===== src/design/taabb_pkg.sv =====
package taabb_pkg;

    typedef logic signed [31:0] q_t;
    typedef q_t [2:0] vec3_t;
    typedef logic [30:0] size_t;
    typedef size_t [2:0] size3_t;

    typedef enum logic [1:0] {
        OP_LOAD   = 2'd0,
        OP_UPDATE = 2'd1,
        OP_TEST   = 2'd2,
        OP_NONE   = 2'd3
    } op_t;

    typedef enum logic [2:0] {
        REG_CENTER_X = 3'd0,
        REG_CENTER_Y = 3'd1,
        REG_CENTER_Z = 3'd2,
        REG_SIZE_X   = 3'd3,
        REG_SIZE_Y   = 3'd4,
        REG_SIZE_Z   = 3'd5
    } reg_idx_t;

    localparam int IDX_W = 3;
    localparam q_t Q_MAX = 32'sh7fff_ffff;
    localparam q_t Q_MIN = 32'sh8000_0000;

endpackage


===== src/design/taabb_cfg.sv =====
module taabb_cfg
    import taabb_pkg::*;
(
    input  logic             clk,
    input  logic             rst_n,
    input  logic             cfg_valid,
    input  logic [IDX_W-1:0] cfg_index,
    input  logic [31:0]      cfg_data,
    output vec3_t            lo,
    output vec3_t            hi
);

    vec3_t  center_reg;
    vec3_t  center_next;
    size3_t size_reg;
    size3_t size_next;
    vec3_t  lo_reg;
    vec3_t  lo_next;
    vec3_t  hi_reg;
    vec3_t  hi_next;

    function automatic q_t sat33(input logic [32:0] v);
        q_t r;
        if (v[32] != v[31])
        begin
            r = v[32] ? Q_MIN : Q_MAX;
        end
        else
        begin
            r = v[31:0];
        end
        return r;
    endfunction

    always_comb
    begin
        center_next = center_reg;
        size_next   = size_reg;
        if (cfg_valid)
        begin
            case (reg_idx_t'(cfg_index))
                REG_CENTER_X: center_next[0] = cfg_data;
                REG_CENTER_Y: center_next[1] = cfg_data;
                REG_CENTER_Z: center_next[2] = cfg_data;
                REG_SIZE_X:   size_next[0]   = cfg_data[30:0];
                REG_SIZE_Y:   size_next[1]   = cfg_data[30:0];
                REG_SIZE_Z:   size_next[2]   = cfg_data[30:0];
                default:      ;
            endcase
        end
        // corners follow the new value in the same edge as the write
        for (int a = 0; a < 3; a++)
        begin
            lo_next[a] = sat33({center_next[a][31], center_next[a]}
                               - {3'b000, size_next[a][30:1]});
            hi_next[a] = sat33({center_next[a][31], center_next[a]}
                               + {3'b000, size_next[a][30:1]});
        end
    end

    always_ff @(posedge clk or negedge rst_n)
    begin
        if (!rst_n)
        begin
            center_reg <= '0;
            size_reg   <= '0;
            lo_reg     <= '0;
            hi_reg     <= '0;
        end
        else
        begin
            center_reg <= center_next;
            size_reg   <= size_next;
            lo_reg     <= lo_next;
            hi_reg     <= hi_next;
        end
    end

    assign lo = lo_reg;
    assign hi = hi_reg;

endmodule


===== config.mk =====
export PLATFORM = sky130hd
export DESIGN_NAME = taabb_cfg
export DESIGN_NICKNAME = d
export VERILOG_FILES = /design/src/design/taabb_pkg.sv /design/src/design/taabb_cfg.sv
export SDC_FILE = /design/constraint.sdc
export NUM_CORES = 1
export LEC_CHECK = 0
export BUFFER_PORTS_ARGS = -buffer_cell sky130_fd_sc_hd__buf_2
export CORE_MARGIN = 4
export CORE_UTILIZATION = 33
export DETAILED_ROUTE_END_ITERATION = 16
export GPL_TIMING_DRIVEN = 0
export PLACE_DENSITY = 0.54
export SETUP_SLACK_MARGIN = 0.4
export SLEW_MARGIN = 10
export SYNTH_ARGS = -nofsm -noshare
export SYNTH_HDL_FRONTEND = slang
export SYNTH_SLANG_ARGS = --single-unit

===== constraint.sdc =====
create_clock -name clk -period 8.65 [get_ports clk]
set_input_delay 1.2975 -clock clk [delete_from_list [all_inputs] [get_ports clk]]
set_output_delay 1.2975 -clock clk [all_outputs]
set_load 0.01 [all_outputs]

==> run metrics <==
status=finished, final reports clean; wire per inst=20.0 um; final core utilization=0.392; remaining global-route overflow=0; hold buffer count at cts=0; Root Buffer=clkbuf_16; share of cells above drive strength 1=0.192; Critical Path Source=cfg_index[0]; Worst slew margin=0.253; Synth Register Bits=378; DIE WIDTH=271 um; most frequent cells in the layout=378 x dfrtp_1, 244 x buf_2, 189 x a21oi_1; fin area=26900 um2; count of pins over their slew limit=0; Hold WC Path Type=reg2reg; Post-DRT Antenna Nets=0; final hold violations=0; Max Clk Rate=0.135 GHz; CTS tree=built; IO buf count=229; DR pass1 iterations=8; GPL Wtd Cong=0.890; syn_nets=2537; critical path endpoint category=flip-flop; VDD IR-drop max=153 uV; Starting DRT DRC Count=1226; P_leak=0.0126 uW; total die area=73400 um2; worst reg2reg path depth=13; Post-synth EDFFs=0; Netlist cell types=94; Mapped Area=22800 um2; Post-Route Skew=0.0284 ns; Post-CTS Setup Repair Bufs=0; non-filler instance count after layout=3562; H-tree Lvls=2; crit-path cells=buf_2 -> nor4bb_1 -> clkbuf_1 -> clkbuf_1 -> mux2_2 -> ha_1 -> fa_1 -> nor2b_1 -> o311ai_1 -> a211oi_1 -> o31a_1 -> a211o_1 -> a211oi_2 -> o21bai_1 -> nor3b_2 -> buf_2 -> o21ai_1; Slowest-stage cell, CP=nor4bb_1; hpwl dp=55400 um; CORE AREA=68600 um2; CTS resizes=0; slew of the pin with the lowest slew margin=1.12 ns; Req. time, crit path=9.06 ns; via count=17900; DRC=0; initial antenna violation count=8; CP Data Arrival Time=7.80 ns; CTS buffer count=45; ys async rst share=1.00; Crit Reg-Reg Startpoint=center_reg[32]; synth top area cells=dfrtp_1 41%, ha_1 9.7%, mux2_2 5.7%, xnor2_1 4.7%, a21oi_1 4.1%; Most used DFF post-synth=dfrtp_1; Synth top area share=0.414; Startpoint Class=input pin; post-synthesis sequential area ratio=0.414; worst-path fanout max=10; Synth area leader=dfrtp_1; Total Nets Final=2817; Area Growth Syn to Fin=17.7%; Clock Pin Slew Worst Setup and Hold Paths=0.06 ns; YS warnings=0; clock latency on the worst-skew pair=0.58 ns; Total Wirelength=71200 um; first-pass GRT wire length=108000 um; Cells on Worst Hold Path=2; hold_sp=size_reg[38]; Final setup viols=0; Ports=230; vias in the first global route=18200; CP peak stage delay=0.75 ns; Post-Syn Instances=2316; unrepaired setup endpoints after global routing=no; commonest non-fill, non-tap cell in the layout=dfrtp_1; power density over the cells=369 nW/um2; # rows=96; Tmin final=7.39 ns; clock sinks=378; clk buf depth=3; Avg Inst Size Synth=9.86 um2; placed cell areas=25300 um2; Max Cap Violations=0; vias per cell=5.04; fin crit share=0.854; largest net degree at the start of global routing=101; Total Routing Usage GR=0.189; initial core utilization=0.333; Chip Height=271 um; Inst Count DP=3480; worst setup path class=in2reg
-- per-stage QoR --
stage          hold slack [ns]  total power, uW  setup WS (ns)  setup TNS, ns
2_1_floorplan            0.476             6180           3.06              0
3_3_place_gp             0.493             7860          -1.06        -375.87
3_5_place_dp             0.500             7880          0.613              0
4_1_cts                  0.514            10000           1.20              0
5_1_grt                  0.526            10700          0.923              0
6_report                 0.510             9920           1.26              0
-- worst max-delay path: cells and delay by family --
family                     cells  cell delay, ns
adders and majority gates      2            0.67
and+or+nand+nor                3            1.44
muxes                          1            0.46
AOI/OAI and AO/OA              7            2.24
buffers and inverters          4            1.67
-- synthesized netlist by cell type, drive strengths merged (11+ instances only) --
cell type  instances
o21a              18
nor2b             25
nor2             168
clkbuf            78
xor2              31
o21ai            178
xnor2            123
ha               177
o31ai             21
nand2            107
mux2i             72
a211oi            11
a31oi             27
or3               15
mux2             116
nor4              16
nor3              41
buf               32
o21bai            35
inv              189
a21o              49
nand3             25
a21oi            189
nand2b            35
dfrtp            378
-- per-layer routing --
| metal | GRT usage | vias up | part of all wire |
|---|---|---|---|
| met2 | 0.310 | 478 | 0.46 |
| met3 | 0.0335 | 88 | 0.050 |
| met1 | 0.260 | 8769 | 0.47 |
| li1 | - | 8599 | - |
| met5 | 0 | - | 0.00031 |
| met4 | 0.0436 | 4 | 0.022 |
-- cell families after synthesis --
| family | share of synthesized area |
|---|---|
| AOI/OAI and AO/OA | 0.176 |
| and+or+nand+nor | 0.105 |
| DFF | 0.414 |
| buffers and inverters | 0.0533 |
| muxes | 0.0891 |
| adders and majority gates | 0.103 |
| xor gates and xnor gates | 0.0594 |
-- path summary, 6_finish.rpt --
path | slack [ns] | end
worst min register to register | 0.51 | size_reg[38]
min in group asynchronous | 0.66 | lo[29]
worst max-delay path | 1.26 | hi[50]
worst max register to register | 3.85 | hi[50]
worst min-delay path | 0.51 | size_reg[38]
max in group asynchronous | 6.78 | lo[40]
-- power by group --
part	internal, uW	total [uW]	leakage, uW	switching, uW
clock	1260	2040	0.000791	786
combinational	2000	5270	0.00733	3270
sequential	2430	2610	0.00448	179
total	5690	9920	0.0126	4230
-- layout make-up --
class / instances / area (um2)
Antenna cell: 2 / 5.00
Buffer: 110 / 500
Clock buffer: 56 / 1270
Clock inverter: 24 / 335
Fill cell: 6816 / 41700
Inverter: 191 / 717
Multi-Input combinational cell: 1637 / 12200
Sequential cell: 378 / 9460
Tap cell: 931 / 1160
Timing Repair Buffer: 233 / 1270
Power figures use the tool's default switching activity.
